==> config.mk <==
export PLATFORM = sky130hd
export DESIGN_NAME = spq_cell
export DESIGN_NICKNAME = d
export VERILOG_FILES = /design/src/hdl/spq_pkg.sv /design/src/hdl/spq_cell.sv
export SDC_FILE = /design/constraint.sdc
export NUM_CORES = 1
export LEC_CHECK = 0
export BUFFER_PORTS_ARGS = -buffer_cell sky130_fd_sc_hd__buf_2
export CORE_UTILIZATION = 41
export CTS_BUF_LIST = sky130_fd_sc_hd__clkbuf_4
export DETAILED_ROUTE_END_ITERATION = 16
export GPL_ROUTABILITY_DRIVEN = 1
export HOLD_SLACK_MARGIN = 0.06
export PLACE_DENSITY = 0.85
export SETUP_SLACK_MARGIN = 0.4
export SLEW_MARGIN = 20
export SYNTH_ARGS = -nofsm -noshare
export SYNTH_HDL_FRONTEND = slang
export SYNTH_SLANG_ARGS = --single-unit
export TNS_END_PERCENT = 50
==> constraint.sdc <==
create_clock -name clk -period 7.6 [get_ports clk]
set_input_delay 1.52 -clock clk [delete_from_list [all_inputs] [get_ports clk]]
set_output_delay 1.52 -clock clk [all_outputs]
set_load 0.005 [all_outputs]
==> src/hdl/spq_pkg.sv <==
package spq_pkg;

  // Command codes carried in the low bits of the input beat
  typedef enum logic [1:0] {
    CMD_INSERT = 2'd0,
    CMD_REMOVE = 2'd1,
    CMD_PEEK   = 2'd2
  } cmd_t;

  // Status codes returned with every result beat
  typedef enum logic [1:0] {
    ST_OK        = 2'd0,
    ST_OVERFLOW  = 2'd1,
    ST_UNDERFLOW = 2'd2
  } status_t;

  // Per-cycle operation broadcast to every cell of the chain
  typedef enum logic [1:0] {
    OP_HOLD   = 2'd0,
    OP_INSERT = 2'd1,
    OP_REMOVE = 2'd2
  } op_t;

  localparam int CMD_BITS    = 2;
  localparam int STATUS_BITS = 2;

endpackage

==> src/hdl/spq_cell.sv <==
// One slot of the sorted chain. Holds a single entry and on every cycle either
// keeps it, takes the new entry, takes its left neighbor (insert shifts toward
// the tail) or takes its right neighbor (remove shifts toward the head).
module spq_cell #(
  parameter int VALUE_BITS    = 8,
  parameter int PRIORITY_BITS = 16
) (
  input  logic                            clk,
  input  spq_pkg::op_t                    op_i,
  input  logic                            occ_i,
  input  logic        [VALUE_BITS-1:0]    new_value_i,
  input  logic signed [PRIORITY_BITS-1:0] new_prio_i,
  input  logic                            left_mark_i,
  input  logic        [VALUE_BITS-1:0]    left_value_i,
  input  logic signed [PRIORITY_BITS-1:0] left_prio_i,
  input  logic        [VALUE_BITS-1:0]    right_value_i,
  input  logic signed [PRIORITY_BITS-1:0] right_prio_i,
  output logic                            mark_o,
  output logic        [VALUE_BITS-1:0]    value_o,
  output logic signed [PRIORITY_BITS-1:0] prio_o
);

  logic        [VALUE_BITS-1:0]    value_r, value_nxt;
  logic signed [PRIORITY_BITS-1:0] prio_r, prio_nxt;

  // Mark: new entry goes at or before this slot (empty slot or prio >= new)
  assign mark_o = !occ_i || (prio_r >= new_prio_i);

  // Next entry selection
  always_comb begin
    value_nxt = value_r;
    prio_nxt  = prio_r;
    case (op_i)
      spq_pkg::OP_INSERT: begin
        if (left_mark_i) begin
          value_nxt = left_value_i;
          prio_nxt  = left_prio_i;
        end else if (mark_o) begin
          value_nxt = new_value_i;
          prio_nxt  = new_prio_i;
        end
      end
      spq_pkg::OP_REMOVE: begin
        value_nxt = right_value_i;
        prio_nxt  = right_prio_i;
      end
      default: begin
        value_nxt = value_r;
        prio_nxt  = prio_r;
      end
    endcase
  end

  // Entry storage, contents are meaningful only below the fill count
  always_ff @(posedge clk) begin
    value_r <= value_nxt;
    prio_r  <= prio_nxt;
  end

  assign value_o = value_r;
  assign prio_o  = prio_r;

endmodule

==> metrics.log <==
INFO  metric initial_utilization = 43.93%
INFO  metric power_frac_comb = 26.8%
INFO  metric route.final.wire_length = 3.731 mm
INFO  metric route.vias.total = 1525
INFO  metric r2r_slack = 4.83 ns
INFO  metric core_area = 3771 sq um
INFO  metric io_buffer_count = 101
INFO  metric number_of_buffers_added_for_setup_after_cts = 0
INFO  metric fin_area = 2251 sq um
INFO  metric vias_per_cell = 4.919
INFO  metric post_route_cells_drive_above_1_share = 41.22%
INFO  metric total_switching_power = 96.13 uW
INFO  metric floorplan.rows = 22
INFO  metric dieHeight = 65.57 um
INFO  metric remaining_global_route_overflow = 0
INFO  metric postSynth.topFlopCell = edfxtp_1
INFO  metric wl_cell = 12.04 um
INFO  metric synthDominantCellAreaShare = 43.50%
INFO  metric area_growth_syn_to_layout = 35.88%
INFO  metric yosys.cell_types.count = 25
INFO  metric power.ir.vdd_worst = 82.05 uV
INFO  metric r2r.worst_path.cells = 6
INFO  metric period_needed = 4.851 ns
INFO  metric synth_area_leader_cell = edfxtp_1
INFO  metric hold_buffers = 0
INFO  metric slew_viol_final = 0
INFO  metric worst-slew-pin-transition = 0.8736 ns
INFO  metric internal_power = 268.1 uW
INFO  metric timing.hold.worst_path_depth = 3
INFO  metric drt.antenna.violating_nets = 0
INFO  metric clk_latency = 0.32 ns
INFO  metric achievable-frequency = 206.1 MHz
INFO  metric worstPathArrival = 3.33 ns
INFO  metric hpwlAfterDp = 2.973 mm
INFO  metric place.gp.congestion = 0.7753
INFO  metric nNetsFinal = 356
INFO  metric clkTransAtPathRegs = 0.15 ns
INFO  metric cts.sink_count = 24
INFO  metric drcViolationCount = 0
INFO  metric power_frac_seq = 47.4%
INFO  metric status = finished clean
INFO  metric hold_class = input pin to register
INFO  metric finalClockSkew = 0.007992 ns
INFO  metric share_clk_of_total_power = 25.8%
INFO  metric synth.avg_cell_area = 10.04 sq um
INFO  metric cts_buffers = 3
INFO  metric cts_root_buffer = clkbuf_4
INFO  metric synth_enable_flop_cells = 24
INFO  metric timing.final.crit_share = 63.83%
INFO  metric power.static_leakage = 0.001149 uW
INFO  metric synthesis.nets = 258
INFO  metric ios = 102
INFO  metric ctsHtreeMaxLevel = 1
INFO  metric worstSetupEndpointType = primary output
INFO  metric setup_tns = 0 ns
INFO  metric yosysWarnings = 0
INFO  metric placed_cell_area = 2197 sq um
INFO  metric drtPass1Iterations = 4
INFO  metric critPathLaunchType = input pin
INFO  metric worst_ep_required_time = 6.08 ns
INFO  metric hold_viol_final = 0
INFO  metric cts-resized-gates = 0
INFO  metric grt_pass1_wl = 6.009 mm
INFO  metric drt_iter0_markers = 34
INFO  metric switching_portion_of_total_power = 26.39%
INFO  metric initial_antenna_violation_count = 0
INFO  metric cts.path.max_buffers = 2
INFO  metric synth_top_cells_by_count = 26 x nand2_1, 24 x edfxtp_1, 24 x mux2i_1, 24 x o21ai_0, 17 x inv_1
INFO  metric rsz0062_at_grt = false
INFO  metric yosysMostFrequentCell = nand2_1
INFO  metric critPathMaxFanout = 5
INFO  metric power.density_cell_area = 161.8 nW/um^2
INFO  metric grt.total_usage = 17.98%
INFO  metric setup_viol = 0
INFO  metric max-cap-violations = 0
INFO  metric antenna-diode-count = 0
INFO  metric synthesis.instances = 165
INFO  metric sequential_cell_area_fraction_in_the_yosys_report = 43.50%
INFO  metric synthesis.area = 1657 sq um
INFO  metric flop_and_latch_count_out_of_synthesis = 24
INFO  metric worst_slew_margin_relative_to_its_limit = 41.64%
INFO  metric vias_in_the_first_global_route = 1472
INFO  metric fin_util = 59.69%
INFO  metric timing.setup.critical_path_class = input pin to primary output
INFO  metric async_reset_ff_share = 0%
INFO  metric leading_post_synthesis_cells_by_cell_area = edfxtp_1 44%, mux2i_1 15%, ha_1 12%
INFO  metric die_w = 65.57 um
INFO  metric dieArea = 4299 sq um
INFO  metric tritoncts = done
INFO  metric grt_max_degree = 50
-- flip-flops by register name, indices dropped and copies added (netlist names) --
name and flops:
value_o 8, prio_o 16
-- power groups by stage --
stage | Combinational [uW] | Sequential [uW] | Clock (uW)
6_report | 97.7 | 173 | 94.0
5_1_grt | 111 | 175 | 102
4_1_cts | 99.1 | 173 | 96.3
3_5_place_dp | 98.6 | 176 | 0
3_3_place_gp | 96.1 | 175 | 0
2_1_floorplan | 49.8 | 177 | 0
-- layer usage --
metal	share of wire [%]	track usage, %	up-vias
met5	0	0	-
li1	-	-	792
met4	0	4.076	0
met2	53	34.79	52
met1	43	20.94	681
met3	4.2	1.736	0
-- worst paths after layout --
| path | to | from |
|---|---|---|
| worst max-delay path | mark_o | new_prio_i[15] |
| worst min-delay path | value_o[5]$_DFFE_PP_ | right_value_i[5] |
| worst max register to register | prio_o[1]$_DFFE_PP_ | prio_o[15]$_DFFE_PP_ |
| worst min register to register | prio_o[10]$_DFFE_PP_ | prio_o[14]$_DFFE_PP_ |
-- worst max-delay path: stages --
cell	delay, ns
buf_2	0.09
inv_1	0.04
ha_1	0.32
nand4_2	0.15
nor2_1	0.07
or3_1	0.34
o41a_1	0.42
or2_1	0.24
buf_2	0.13
-- layout make-up --
class	count	area [sq um]
Clock buffer	3	22.52
Clock inverter	1	30.03
Fill cell	337	1520
Inverter	17	63.81
Multi-Input combinational cell	116	848.3
Sequential cell	24	720.7
Tap cell	48	60.06
Timing Repair Buffer	101	505.5
-- cells in the final DEF (no fill, tap or decap) --
cell type / synthesis / routed
a2111oi_0: 1 / 1
a211oi_1: 1 / 1
a21o_1: 2 / 2
a21oi_1: 5 / 5
buf_2: 2 / 101
bufinv_16: 0 / 1
clkbuf_4: 0 / 3
edfxtp_1: 24 / 24
ha_1: 16 / 16
inv_1: 17 / 17
mux2i_1: 24 / 24
nand2_1: 26 / 26
nand3_1: 1 / 1
nand4_1: 3 / 3
nand4_2: 1 / 1
nor2_1: 1 / 1
nor2b_1: 2 / 1
nor2b_4: 0 / 1
nor3_1: 1 / 1
o211ai_1: 1 / 1
o21ai_0: 24 / 24
o31ai_1: 1 / 1
o41a_1: 2 / 1
o41a_2: 0 / 1
o41ai_1: 1 / 1
or2_1: 1 / 1
or3_1: 1 / 1
xor2_1: 1 / 1
-- through the flow --
stage | power [uW] | std cells | hold slack [ns] | setup slack, ns
final | 364.2 | 310 | 1.463 | 2.749
after detailed placement | 274.9 | 306 | 1.799 | 2.760
after global routing | 387.5 | 310 | 1.442 | 2.656
after global placement | 271.1 | 306 | 1.793 | 2.797
after floorplan | 227.2 | 165 | 1.602 | 3.057
after CTS | 368.6 | 310 | 1.455 | 2.746
-- cells by family (layout without fill, tap and decap cells) --
family | count (synthesis) | in the layout | synth area share (%)
AOI/OAI and AO/OA | 38 | 38 | 13.44
xor gates and xnor gates | 1 | 1 | 0.5288
adders and majority gates | 16 | 16 | 12.08
buffers and inverters | 25 | 122 | 5.816
DFF | 24 | 24 | 43.50
muxes | 24 | 24 | 14.50
and+or+nand+nor | 37 | 37 | 10.12
Note: power is estimated with default switching activity, not from simulation.
